## config.mk

```make
export PLATFORM = sky130hd
export DESIGN_NAME = epws_cordic
export DESIGN_NICKNAME = d
export VERILOG_FILES = /design/src/design/epws_pkg.sv /design/src/design/epws_cordic.sv
export SDC_FILE = /design/constraint.sdc
export NUM_CORES = 2
export LEC_CHECK = 0
export BUFFER_PORTS_ARGS = -buffer_cell sky130_fd_sc_hd__buf_2
export CAP_MARGIN = 15
export CORE_MARGIN = 4
export CORE_UTILIZATION = 40
export CTS_CLUSTER_SIZE = 25
export DETAILED_ROUTE_END_ITERATION = 7
export GPL_ROUTABILITY_DRIVEN = 1
export HOLD_SLACK_MARGIN = 0.02
export SLEW_MARGIN = 20
export SYNTH_ARGS = -nofsm -noshare
export SYNTH_HDL_FRONTEND = slang
export SYNTH_SLANG_ARGS = --single-unit
```

## constraint.sdc

```tcl
create_clock -name clk -period 10.84 [get_ports clk]
set_clock_uncertainty 0.1 [all_clocks]
set_input_delay 0 -clock clk [delete_from_list [all_inputs] [get_ports clk]]
set_output_delay 0 -clock clk [all_outputs]
set_load 0.02 [all_outputs]
```

## src/design/epws_pkg.sv

```systemverilog
// ----------------------------------------------------------------------------
// epws_pkg
// Shared widths, fixed-point constants and the arctangent table of the
// elliptic phase warp sine datapath.
// ----------------------------------------------------------------------------
`default_nettype none

package epws_pkg;

  localparam int PHASE_W  = 16;
  localparam int SAMPLE_W = 16;
  localparam int K_W      = 16;
  localparam int TURN_W   = 32;
  localparam int ANG_W    = 34;
  localparam int XY_W     = 34;
  localparam int SC_W     = 32;
  localparam int F_W      = 33;
  localparam int ATAN_LEN = 24;

  localparam logic [30:0] TWO_OVER_PI = 31'd683565276;
  localparam logic signed [XY_W-1:0] CORDIC_GAIN = 34'sd652032874;

  localparam logic [K_W-1:0] K_ONE     = 16'd32768;
  localparam logic [K_W-1:0] K_DEFAULT = 16'd16384;

  localparam logic signed [SAMPLE_W+1:0] SMP_MAX = 18'sd32767;
  localparam logic signed [SAMPLE_W+1:0] SMP_MIN = -18'sd32768;

  localparam logic [TURN_W-1:0] ATAN_TURNS [ATAN_LEN] = '{
    32'h20000000, 32'h12E4051E, 32'h09FB385B, 32'h051111D4, 32'h028B0D43, 32'h0145D7E1,
    32'h00A2F61E, 32'h00517C55, 32'h0028BE53, 32'h00145F2F, 32'h000A2F98, 32'h000517CC,
    32'h00028BE6, 32'h000145F3, 32'h0000A2FA, 32'h0000517D, 32'h000028BE, 32'h0000145F,
    32'h00000A30, 32'h00000518, 32'h0000028C, 32'h00000146, 32'h000000A3, 32'h00000051
  };

endpackage

`default_nettype wire

```

## src/design/epws_cordic.sv

```systemverilog
// ----------------------------------------------------------------------------
// epws_cordic
// Pipelined sine and cosine of an angle in turn units: a folding stage, one
// register stage per rotation and a sign-restoring output stage.
// ----------------------------------------------------------------------------
`default_nettype none

module epws_cordic
  import epws_pkg::*;
#(
  parameter int STAGES = 16,
  parameter int SIDE_W = 1
) (
  input  logic                   clk,
  input  logic                   rst_n,
  input  logic                   in_valid,
  input  logic [TURN_W-1:0]      in_turns,
  input  logic [SIDE_W-1:0]      in_side,
  output logic                   out_valid,
  output logic signed [SC_W-1:0] out_sin,
  output logic signed [SC_W-1:0] out_cos,
  output logic [SIDE_W-1:0]      out_side
);

  localparam logic signed [ANG_W-1:0] QTR_TURN  = 34'sd1073741824;
  localparam logic signed [ANG_W-1:0] HALF_TURN = 34'sd2147483648;

  logic signed [TURN_W-1:0] z_in;
  logic signed [ANG_W-1:0]  z0;
  logic signed [ANG_W-1:0]  z_fold;
  logic                     flip_fold;

  logic signed [ANG_W-1:0] z_r    [STAGES+1];
  logic signed [XY_W-1:0]  x_r    [STAGES+1];
  logic signed [XY_W-1:0]  y_r    [STAGES+1];
  logic [SIDE_W-1:0]       side_r [STAGES+1];
  logic [STAGES:0]         flip_r;
  logic [STAGES:0]         v_r;

  logic signed [XY_W-1:0]  x_fin;
  logic signed [XY_W-1:0]  y_fin;
  logic signed [SC_W-1:0]  sin_r;
  logic signed [SC_W-1:0]  cos_r;
  logic [SIDE_W-1:0]       oside_r;
  logic                    ov_r;

  assign z_in = in_turns;
  assign z0   = ANG_W'(z_in);

  always_comb begin
    z_fold    = z0;
    flip_fold = 1'b0;
    if (z0 > QTR_TURN) begin
      z_fold    = z0 - HALF_TURN;
      flip_fold = 1'b1;
    end else if (z0 < -QTR_TURN) begin
      z_fold    = z0 + HALF_TURN;
      flip_fold = 1'b1;
    end
  end

  always_ff @(posedge clk) begin
    if (!rst_n) begin
      v_r[0] <= 1'b0;
    end else begin
      v_r[0] <= in_valid;
    end
  end

  always_ff @(posedge clk) begin
    z_r[0]    <= z_fold;
    x_r[0]    <= CORDIC_GAIN;
    y_r[0]    <= '0;
    flip_r[0] <= flip_fold;
    side_r[0] <= in_side;
  end

  for (genvar i = 0; i < STAGES; i++) begin : g_stage
    logic signed [XY_W-1:0]  xs;
    logic signed [XY_W-1:0]  ys;
    logic signed [ANG_W-1:0] at;

    assign xs = x_r[i] >>> i;
    assign ys = y_r[i] >>> i;
    assign at = ANG_W'(ATAN_TURNS[i]);

    always_ff @(posedge clk) begin
      if (!rst_n) begin
        v_r[i+1] <= 1'b0;
      end else begin
        v_r[i+1] <= v_r[i];
      end
    end

    always_ff @(posedge clk) begin
      if (z_r[i] >= 0) begin
        x_r[i+1] <= x_r[i] - ys;
        y_r[i+1] <= y_r[i] + xs;
        z_r[i+1] <= z_r[i] - at;
      end else begin
        x_r[i+1] <= x_r[i] + ys;
        y_r[i+1] <= y_r[i] - xs;
        z_r[i+1] <= z_r[i] + at;
      end
      flip_r[i+1] <= flip_r[i];
      side_r[i+1] <= side_r[i];
    end
  end

  assign x_fin = flip_r[STAGES] ? -x_r[STAGES] : x_r[STAGES];
  assign y_fin = flip_r[STAGES] ? -y_r[STAGES] : y_r[STAGES];

  always_ff @(posedge clk) begin
    if (!rst_n) begin
      ov_r <= 1'b0;
    end else begin
      ov_r <= v_r[STAGES];
    end
  end

  always_ff @(posedge clk) begin
    sin_r   <= y_fin[SC_W-1:0];
    cos_r   <= x_fin[SC_W-1:0];
    oside_r <= side_r[STAGES];
  end

  assign out_valid = ov_r;
  assign out_sin   = sin_r;
  assign out_cos   = cos_r;
  assign out_side  = oside_r;

endmodule

`default_nettype wire

```

==> metrics.yaml <==
placement:
  gp_congestion: 0.9193
  portBuffers: 101
  hpwl_um: 251200
  dp_slack_ps: 4211
hold_path:
  worstHoldPathType: "in2reg"
  whs_endpoint: "z_r[0][31]"
  hold_start: "in_turns[22]"
  holdPathStages: 6
clock_tree:
  htreeDepth: 4
  clockBufferDepth: 4
  clock_latency_ps: 870
  cts.clk_slew.worst_paths_ps: 60
  clock_sinks: 1618
  root_buffer: "clkbuf_16"
  tritoncts: "done"
  post-cts-setup-buffers: 0
  cts_buffers: 184
synth:
  ys_ff_latch: 1618
  ys.flop_type: "dfxtp_1"
  synth_top_family_by_area: "compound AO/OA/AOI/OAI gates"
  synth_compound_area_share_pct: 22.45
  synthAdderAreaFrac_pct: 16.28
  synth_nets: 14807
  syn_avg_cell_area_um2: 8.542
  synthMuxAreaShare_pct: 0.5499
  ys_seq_area_share_pct: 28.47
  synthXorXnorAreaFrac_pct: 14.40
  syn_inst: 13319
  synth_edf_count: 0
  yosysUniqueCellTypes: 88
  yosysWarnings: 0
  syn_area_mm2: 0.1138
  yosys.area_share.simple_pct: 15.24
  ys_async_sr_fraction_pct: 0
setup_path:
  cp_data_required_time_ps: 11470
  r2r_start: "z_r[2][27]"
  rr_endpoint: "x_r[3][30]"
  cp-end-kind: "flip-flop"
  start_kind: "flip-flop"
  cp_max_fo: 50
  rrSetupSlack_ps: 4080
  worstPathArrival_ps: 7390
  r2r_cells: 19
  critical_path_class: "reg2reg"
detailed_routing:
  drt_wl_total_um: 310700
  vias_per_cell: 5.463
  drc: 0
  num_vias: 95227
  wl_per_cell_um: 17.82
  dr.pass1.iters: 8
  ant_nets: 0
  drt_first_iter_violations: 5650
flow_run:
  drv_cap: 0
finish:
  syn2layout_area_growth_pct: 10.50
  final_net_count: 15028
  nFillCells: 27902
  final_layout_size_suffix_gt1_share_pct: 4.450
  layout_commonest_cell: "dfxtp_1"
  final_cell_mix: "dfxtp_1, ha_1, xnor2_1"
floorplanning:
  initial_core_util_pct: 40.23
  ios: 102
  die-area_mm2: 0.2930
  rows: 195
  coreArea_mm2: 0.2828
  chipHeight_um: 541.3
  die_x_um: 541.3
sta:
  hold_slack_ps: 103.5
  setup_violations: 0
  final.min_clock_period_ps: 6759
  final_max_slew_viol_count: 0
  rsz0062_at_grt: "no"
  max-slew-margin-rel_pct: 24.62
  timing.final.ws_setup_ps: 4081
  worst_slew_pin_slew_ps: 1102
  min_period_over_period_pct: 62.36
  fmax_mhz: 147.9
  final-hold-violation-count: 0
  setup-tns-final_ps: 0
grt:
  grt_util_all_layers_pct: 20.41
  grt_pass1_wl_um: 494200
  antenna_found_initial: 4
  gr-total-overflow: 0
  grt_pass1_vias: 90260
  grt_max_degree: 65
run_status:
  status: "complete, no violations"
cells by family (layout without fill, tap and decap cells):
kind of cell	Yosys count	in the layout
AO/OA/AOI/OAI	4015	4015
XOR/XNOR	1867	1867
adder cells (fa/ha/maj)	1452	1452
buffers and inverters	790	1155
flip-flops	1618	1618
multiplexers	60	60
other	0	3
AND/OR/NAND/NOR	3517	3517
final cells by class:
class,instances,area [µm²],share of cell area [%]
multi-input combinational,10911,78500,62.44
sequential,1618,32390,25.76
clock buffer,253,5320,4.232
tap,3743,4683,3.725
inverter,610,2290,1.821
timing repair buffer,215,1539,1.224
clock inverter,77,994.7,0.7912
antenna,3,7.507,0.005971
critical path: stages (launching register included):
cell,delay (ps)
dfxtp_1,310
nor4_1,590
nand4_1,350
o41ai_2,380
buf_4,570
clkinv_1,880
o31ai_1,300
xor2_1,190
ha_1,280
or2_2,320
o311a_1,160
o31ai_1,460
o211ai_1,180
mux2i_1,280
o21ai_0,260
o211ai_1,250
o211ai_1,160
a21o_1,220
a21oi_1,170
xnor2_1,130
cells in the mapped netlist (all sizes together) (24+ instances only):
master,n,area share [%]
nor4,161,0.89
a21boi,57,0.38
nand3,237,1.0
xor2,584,4.5
a31oi,98,0.54
a2111oi,25,0.19
nor2,1000,3.3
o21ai,815,3.6
or3,146,0.82
clkbuf,162,0.53
nand2b,198,1.1
ha,1405,15
o21bai,155,1.0
nor2b,179,0.98
nand4,92,0.51
a21oi,1233,5.4
o2111ai,29,0.22
a31o,31,0.24
mux2i,40,0.35
or2,57,0.31
o31a,48,0.37
o31ai,211,1.4
nor3,292,1.3
and4,32,0.25
a41oi,25,0.19
o211ai,67,0.44
a21o,549,3.6
o41ai,66,0.51
xnor2,1281,9.9
dfxtp,1618,28
and3,99,0.54
nand2,767,2.5
or4,72,0.49
a211o,44,0.34
inv,603,2.0
and2,83,0.46
nor3b,24,0.16
fa,47,0.83
o21a,250,1.6
a211oi,123,0.81
metrics by stage:
| step | cell area (µm²) | std cells | util (%) |
|---|---|---|---|
| after floorplan | 113800 | 13319 | - |
| after global placement | 118700 | 17026 | 41.97 |
| after detailed placement | 118700 | 17026 | 41.97 |
| after CTS | 125700 | 17427 | 44.46 |
| after global routing | 125700 | 17428 | 44.46 |
| final | 125700 | 17430 | 44.46 |
sequential cells by signal, summed over array words and instances (netlist names):
signal,flops
v_r,17
flip_r,17
out_sin,32
y_r,509
z_r,510
out_valid,1
out_cos,32
x_r,482
side_r,17
out_side,1
what timing repair did:
action	4_1_cts	5_1_grt
gates resized for setup	0	0
endpoints found under the setup margin	0	0
endpoints found under the hold margin	53	0
hold buffers	71	0
how the worst max path moves through the flow:
stage	start	to	slack, ps	depth (start not counted)
floorplan	z_r[7][33]	x_r[8][32]	5010	24
global placement	z_r[2][27]	y_r[3][33]	4150	18
detailed placement	z_r[2][27]	x_r[3][30]	4210	19
CTS	z_r[2][27]	x_r[3][30]	4120	19
global route	z_r[2][27]	y_r[3][33]	3330	18
finish	z_r[2][27]	x_r[3][30]	4080	19
metal layers:
metal  wire length [µm]  global-route usage (%)  vias up
met3              13420                   1.894      429
met4               8439                   5.399        2
met1             143300                   27.08    44267
met2             145500                   35.37     1893
met5                 13                       0        -
li1                   -                       -    48636
Power is left out: the tool's default activity adds up to more than one toggle a clock period on the data nets, which glitch-free logic cannot reach.
