==> src/design/epws_pkg.sv <==
// ----------------------------------------------------------------------------
// epws_pkg
// Shared widths, fixed-point constants and the arctangent table of the
// elliptic phase warp sine datapath.
// ----------------------------------------------------------------------------
`default_nettype none

package epws_pkg;

  localparam int PHASE_W  = 16;
  localparam int SAMPLE_W = 16;
  localparam int K_W      = 16;
  localparam int TURN_W   = 32;
  localparam int ANG_W    = 34;
  localparam int XY_W     = 34;
  localparam int SC_W     = 32;
  localparam int F_W      = 33;
  localparam int ATAN_LEN = 24;

  localparam logic [30:0] TWO_OVER_PI = 31'd683565276;
  localparam logic signed [XY_W-1:0] CORDIC_GAIN = 34'sd652032874;

  localparam logic [K_W-1:0] K_ONE     = 16'd32768;
  localparam logic [K_W-1:0] K_DEFAULT = 16'd16384;

  localparam logic signed [SAMPLE_W+1:0] SMP_MAX = 18'sd32767;
  localparam logic signed [SAMPLE_W+1:0] SMP_MIN = -18'sd32768;

  localparam logic [TURN_W-1:0] ATAN_TURNS [ATAN_LEN] = '{
    32'h20000000, 32'h12E4051E, 32'h09FB385B, 32'h051111D4, 32'h028B0D43, 32'h0145D7E1,
    32'h00A2F61E, 32'h00517C55, 32'h0028BE53, 32'h00145F2F, 32'h000A2F98, 32'h000517CC,
    32'h00028BE6, 32'h000145F3, 32'h0000A2FA, 32'h0000517D, 32'h000028BE, 32'h0000145F,
    32'h00000A30, 32'h00000518, 32'h0000028C, 32'h00000146, 32'h000000A3, 32'h00000051
  };

endpackage

`default_nettype wire

==> src/design/epws_rad2turn.sv <==
// ----------------------------------------------------------------------------
// epws_rad2turn
// Two-stage conversion of a fixed-point radian value into turn units, where
// 2^32 is one full turn; the low 32 bits give the angle modulo two pi.
// ----------------------------------------------------------------------------
`default_nettype none

module epws_rad2turn
  import epws_pkg::*;
#(
  parameter int IN_W   = 16,
  parameter int SHIFT  = 13,
  parameter int SIDE_W = 1
) (
  input  logic                    clk,
  input  logic                    rst_n,
  input  logic                    in_valid,
  input  logic signed [IN_W-1:0]  in_rad,
  input  logic [SIDE_W-1:0]       in_side,
  output logic                    out_valid,
  output logic [TURN_W-1:0]       out_turns,
  output logic [SIDE_W-1:0]       out_side
);

  localparam int P_W = IN_W + 31;

  logic [P_W-1:0]    prod_nxt;
  logic [P_W-1:0]    prod_r;
  logic [P_W-1:0]    rnd;
  logic              v1_r;
  logic              v2_r;
  logic [SIDE_W-1:0] side1_r;
  logic [SIDE_W-1:0] side2_r;
  logic [TURN_W-1:0] turns_r;

  assign prod_nxt = P_W'(in_rad) * P_W'(TWO_OVER_PI);
  assign rnd      = prod_r + (P_W'(1) << (SHIFT - 1));

  always_ff @(posedge clk) begin
    if (!rst_n) begin
      v1_r <= 1'b0;
      v2_r <= 1'b0;
    end else begin
      v1_r <= in_valid;
      v2_r <= v1_r;
    end
  end

  always_ff @(posedge clk) begin
    prod_r  <= prod_nxt;
    side1_r <= in_side;
    turns_r <= rnd[SHIFT+TURN_W-1:SHIFT];
    side2_r <= side1_r;
  end

  assign out_valid = v2_r;
  assign out_turns = turns_r;
  assign out_side  = side2_r;

endmodule

`default_nettype wire

==> config.mk <==
export PLATFORM = sky130hd
export DESIGN_NAME = epws_rad2turn
export DESIGN_NICKNAME = d
export VERILOG_FILES = /design/src/design/epws_pkg.sv /design/src/design/epws_rad2turn.sv
export SDC_FILE = /design/constraint.sdc
export NUM_CORES = 1
export LEC_CHECK = 0
export ABC_AREA = 1
export BUFFER_PORTS_ARGS = -buffer_cell sky130_fd_sc_hd__buf_2
export CORE_UTILIZATION = 43
export DETAILED_ROUTE_END_ITERATION = 10
export SETUP_SLACK_MARGIN = 0.4
export SLEW_MARGIN = 20
export SYNTH_ARGS = -nofsm -noshare
export SYNTH_HDL_FRONTEND = slang
export SYNTH_SLANG_ARGS = --single-unit
==> constraint.sdc <==
create_clock -name clk -period 6.1 [get_ports clk]
set_input_delay 0.61 -clock clk [delete_from_list [all_inputs] [get_ports clk]]
set_output_delay 0.61 -clock clk [all_outputs]
set_load 0.01 [all_outputs]
==> results of run 1 <==
==> cell type report <==
| type | count | share of cell area |
|---|---|---|
| multi-input combinational | 957 | 0.6783 |
| tap | 384 | 0.03336 |
| clock inverter | 2 | 0.0006950 |
| clock buffer | 13 | 0.01738 |
| timing repair buffer | 96 | 0.04196 |
| sequential | 69 | 0.09592 |
| inverter | 506 | 0.1324 |
==> Yosys cell counts, types with 2 or more instances <==
cell type | n | share of area
a31oi_1 | 5 | 0.0025
clkbuf_1 | 3 | 0.00089
nand4_1 | 15 | 0.0074
nor2_1 | 89 | 0.026
nand2_4 | 2 | 0.0018
o21a_1 | 2 | 0.0012
inv_1 | 506 | 0.15
xnor2_1 | 19 | 0.013
dfxtp_1 | 69 | 0.11
ha_1 | 221 | 0.22
nor4_1 | 4 | 0.0020
nand3_2 | 2 | 0.0016
nand2_1 | 217 | 0.064
fa_1 | 197 | 0.31
xor2_1 | 36 | 0.025
nor3_1 | 7 | 0.0028
a21o_1 | 2 | 0.0012
nor2_4 | 5 | 0.0044
nand3_1 | 36 | 0.014
nor2_2 | 5 | 0.0025
o21bai_1 | 6 | 0.0035
nand3b_1 | 2 | 0.0012
a21oi_1 | 45 | 0.018
a21boi_0 | 2 | 0.0012
o21ai_0 | 26 | 0.010
nand2_2 | 4 | 0.0020
==> state kept, by name (all words and copies together) (netlist names) <==
register,flops
v1_r,1
out_valid,1
out_turns,32
side1_r,1
out_side,1
prod_r,33
==> timing repair <==
action                     in CTS  in global routing
buffers inserted                0                  3
setup endpoints to repair       5                 26
cloned                          0                  0
pin swaps                       2                 23
resized for setup               3                 99
==> critical path: stages <==
cell and delay, ps:
clkbuf_4 170, fa_1 510, fa_1 530, inv_1 60
fa_1 540, fa_1 450, fa_1 540, fa_1 550
inv_1 50, fa_1 480, ha_4 300, buf_4 150
nand2_1 120, nor2_1 150, inv_2 80, nor4_2 260
nand2_1 100, nand3_1 100, nand2_1 70
==> logic make-up after synthesis <==
group / after synthesis / share of synthesized area
buffers and inverters: 509 / 0.1506
adders and majority gates: 418 / 0.5287
and+or+nand+nor: 394 / 0.1354
AOI/OAI and AO/OA: 90 / 0.03855
DFF: 69 / 0.1089
xor gates and xnor gates: 55 / 0.03796
==> metal layers <==
layer,share of wire,GRT usage,vias up
li1,-,-,4726
met1,0.48,0.2899,4233
met2,0.46,0.3592,202
met3,0.030,0.01908,48
met4,0.023,0.05336,0
met5,0,0,-
==> per-stage QoR <==
stage / TNS (ps) / setup WS [ps] / instances / area [um^2]
final: 0 / 483.2 / 2027 / 14400
after global routing: 0 / 321.6 / 2027 / 14400
after CTS: 0 / 371.7 / 2024 / 14050
after detailed placement: -27.57 / -27.57 / 2009 / 13790
after global placement: 0 / 20.37 / 2009 / 13790
after floorplan: 0 / 426.8 / 1535 / 12760
==> final timing paths <==
| path | start | end | slack, ps | depth (start not counted) |
|---|---|---|---|---|
| worst max register to register | prod_r[23]$_DFF_P_ | out_turns[30]$_DFF_P_ | 4360 | 6 |
| worst min register to register | side1_r$_DFF_P_ | out_side$_DFF_P_ | 320 | 0 |
| worst min-delay path | side1_r$_DFF_P_ | out_side$_DFF_P_ | 320 | 0 |
| worst max-delay path | in_rad[10] | prod_r[37]$_DFF_P_ | 480 | 19 |
==> cell usage in the layout (no fill, tap or decap), drive strengths merged, types with 36 or more instances in the layout <==
master,synthesis,layout
ha,221,221
nor2,99,99
dfxtp,69,69
inv,506,504
nand3,38,38
buf,0,92
fa,197,197
nand2,223,223
a21oi,45,45
xor2,36,36
==> results.md, run 1 <==
- Outcome: complete, no violations
- DIE AREA: 0.03020 mm^2
- Fmax: 178.0 MHz
- TritonCTS Buffers: 9
- Max-slew headroom: 0.6128
- # diodes: 0
- Drt total wl: 30690 um
- Final Hold Fails: 0
- Initial DRC count: 446
- Critical Path Start Type: input port
- Wire per inst: 15.14 um
- Crit path DAT: 5830 ps
- Synthesized instance count: 1535
- Yosys reg bits: 69
- Final worst path period need: 5617 ps
- Top FF cell, synth: dfxtp_1
- Vias per cell: 4.543
- CTS Sinks: 69
- Die Height: 173.8 um
- Clock transition at path regs: 50 ps
- Multi-input logic area: 0.009768 mm^2
- Die Wd: 173.8 um
- Length of the first detailed-routing pass in iterations: 5
- Clock Skews: 7.100 ps
- CTS Buffer Depth: 2
- Largest net degree at the start of global routing: 36
- Post-layout nets: 2077
- Layout cells sized above 1: 0.1321
- Syn Nets: 1973
- Max cap viols: 0
- Buffers on Ports: 53
- Detailed Place HPWL: 27920 um
- All-Layer GR Usage: 0.2117
- Fillcell total: 2853
- Core ar.: 0.02886 mm^2
- Routability cong.: 0.9341
- Synthesized area: 0.01269 mm^2
- Setup CP Type: input port to flop
- I/O pins: 54
- Vias in the first global route: 9671
- CTS root buffer: clkbuf_16
- Drt drc: 0
- Worst slew pin tran: 576.7 ps
- Syn-to-layout area delta: 13.49%
- Vias: 9209
- Global route overflow: 0
- Avg Cell Area, Syn: 8.267 um^2
- Hold Path Class: flop to flop
- Setup Viol. Count Final: 0
- Worst EP required: 6310 ps
- CTS tree: done
- Hold WS: 323.5 ps
- Asr flop ratio synth: 0
- H-tree depth: 3
- Fin util: 0.4990
- Rows: 62
- YS warnings: 0
- Count of cell types in the netlist: 34
- # hold bufs at CTS: 0
- Starting density of the core: 0.4397
- Number of flops mapped to enable cells by yosys: 0
- Crit path capture type: flop
- Clk Latency, worst-skew pair: 320 ps
- Register area: 0.001381 mm^2
- Sequential share of the synthesized area: 0.1089
- Global-route wire length before repair: 49810 um
- RSZ-0062 raised after global routing: yes
- Max Slew Vio Count: 0
- CP max FO: 8
- Final ANT Viol Nets: 0
- Tcrit/Tclk final: 0.9208
- Initial antenna violation count: 0
Power of run 1 is left out: the tool's default activity adds up to more than one toggle a clock period on the data nets, which glitch-free logic cannot reach.
==> run 2: changes to the inputs <==
--- a/config.mk
+++ b/config.mk
@@ -9,6 +9,7 @@
 export BUFFER_PORTS_ARGS = -buffer_cell sky130_fd_sc_hd__buf_2
 export CORE_UTILIZATION = 43
 export DETAILED_ROUTE_END_ITERATION = 10
+export GPL_TIMING_DRIVEN = 0
 export SETUP_SLACK_MARGIN = 0.4
 export SLEW_MARGIN = 20
 export SYNTH_ARGS = -nofsm -noshare
==> results.md, run 2 (synthesis results as in run 1) <==
- Setup Viol. Count Final: 0 (unchanged)
- Clock Skews: 3.830 ps (-3.269 ps)
- Final worst path period need: 5610 ps (-7.018 ps)
- Most frequent cells in the layout: 488 x inv_1, 201 x ha_1, 192 x fa_1
- Final ANT Viol Nets: 0 (unchanged)
- H-tree depth: 3 (unchanged)
- Vias in the first global route: 9860 (+2.0%)
- Core ar.: 0.02886 mm^2 (unchanged)
- Tcrit/Tclk final: 0.9196 (-0.001150)
- CP max stage cell: fa_2
- Hold WS: 323.5 ps (+0.03300 ps)
- Routability cong.: 0.9278 (-0.67%)
- Worst r2r src: prod_r[24]$_DFF_P_
- Drt total wl: 30250 um (-1.4%)
- Initial antenna violation count: 0 (unchanged)
- I/O pins: 54 (unchanged)
- Global-route wire length before repair: 49070 um (-1.5%)
- Max cap viols: 0 (unchanged)
- Post-layout nets: 2075 (-0.096%)
- Largest Register: prod_r
- Buf/Inv on CP: 6 (+1)
- Setup WS post-layout: 490.2 ps (+7.018 ps)
- Critical Path Start Type: input port
- Hold Path Class: flop to flop
- Outcome: complete, no violations
- All-Layer GR Usage: 0.2077 (-0.003993)
- TritonCTS Buffers: 9 (unchanged)
- Detailed Place HPWL: 26790 um (-4.0%)
- Worst path cell trace: buf_12 -> clkinvlp_4 -> buf_6 -> fa_1 -> fa_1 -> fa_1 -> inv_2 -> fa_2 -> fa_2 -> fa_1 -> inv_1 -> fa_1 -> inv_2 -> ha_4 -> nand2_4 -> nor2_4 -> nand2_2 -> nor2_4 -> nand4_1 -> nand4_1 -> nand2_1
- CTS Sinks: 69 (unchanged)
- CP max FO: 5 (-3)
- Hold Crit Start: side1_r$_DFF_P_
- Setup tns final: 0 ps (unchanged)
- Crit path DAT: 5820 ps (about the same)
- Rows: 62 (unchanged)
- Most common cell after layout, fill and taps aside: inv_1
- Worst EP required: 6310 ps (about the same)
- CTS tree: done
- Final Hold Fails: 0 (unchanged)
- Global route overflow: 0 (unchanged)
- Vias per cell: 4.639 (+2.1%)
- CTS root buffer: clkbuf_16
- Max reg flops: 33 (unchanged)
- CTS Buffer Depth: 2 (unchanged)
- # hold bufs at CTS: 0 (unchanged)
- Fmax: 178.3 MHz (+0.13%)
- Crit path largest cell delay: 580 ps (+30 ps)
- Die Height: 173.8 um (unchanged)
- Vias: 9399 (+2.1%)
- Delay-heaviest family, CP: adder cells
- Most frequent CP cell: fa_1
- Max-slew headroom: 0.5973 (-0.01553)
- Buffers on Ports: 53 (unchanged)
- Length of the first detailed-routing pass in iterations: 5 (unchanged)
- Wire per inst: 14.93 um (-1.4%)
- # diodes: 0 (unchanged)
- Clk Latency, worst-skew pair: 320 ps (about the same)
- Fin util: 0.5156 (+0.01656)
- Setup crit start: in_rad[13]
- Initial DRC count: 382 (-14%)
- Setup CP Type: input port to flop
- Clock transition at path regs: 50 ps (about the same)
- Syn-to-layout area delta: 17.26%
- Starting density of the core: 0.4397 (unchanged)
- Dpl ws: -1263 ps (-1236 ps)
- DIE AREA: 0.03020 mm^2 (unchanged)
- Worst slew pin tran: 599.5 ps (+22.82 ps)
- Crit path capture type: flop
- Layout cells sized above 1: 0.1608 (+0.02870)
- Drt drc: 0 (unchanged)
- Die Wd: 173.8 um (unchanged)
- Fillcell total: 2807 (-1.6%)
- Largest net degree at the start of global routing: 41 (+14%)
- Max Slew Vio Count: 0 (unchanged)
- RSZ-0062 raised after global routing: yes
[run 2: final timing paths]
path,cells past startpoint,slack (ps),endpoint
hold reg to reg,0,320,out_side$_DFF_P_
setup reg to reg,6,4230,out_turns[30]$_DFF_P_
setup / recovery,21,490,prod_r[42]$_DFF_P_
hold / removal,0,320,out_side$_DFF_P_
[run 2: layout make-up]
cell class,instances,area (um^2),share of cell area
multi-input combinational,957,10050,0.6753
clock buffer,12,256.5,0.01724
buffer,3,22.52,0.001514
sequential,69,1381,0.09284
inverter,506,1936,0.1301
clock inverter,4,70.07,0.004709
tap,384,480.5,0.03229
timing repair buffer,91,684.4,0.04600
[run 2: through the flow]
| stage | cell area, um^2 | cells |
|---|---|---|
| after floorplan | 12760 | 1535 |
| after global placement | 13500 | 1972 |
| after detailed placement | 13500 | 1972 |
| after CTS | 14250 | 2010 |
| after global routing | 14880 | 2026 |
| final | 14880 | 2026 |
[run 2: what timing repair did]
item | 4_1_cts | 5_1_grt
gates cloned | 0 | 1
pin swaps | 12 | 63
resized for setup | 75 | 130
endpoints found under the setup margin | 25 | 22
setup buffers | 22 | 15
[run 2: routing by layer]
| layer | track usage | vias up | wire length, um |
|---|---|---|---|
| met4 | 0.08772 | 0 | 1224 |
| met1 | 0.2796 | 4420 | 14200 |
| met2 | 0.3443 | 191 | 13820 |
| met3 | 0.01579 | 66 | 1012 |
| met5 | 0 | - | 0 |
| li1 | - | 4722 | - |
Power of run 2 is left out for the same reason.
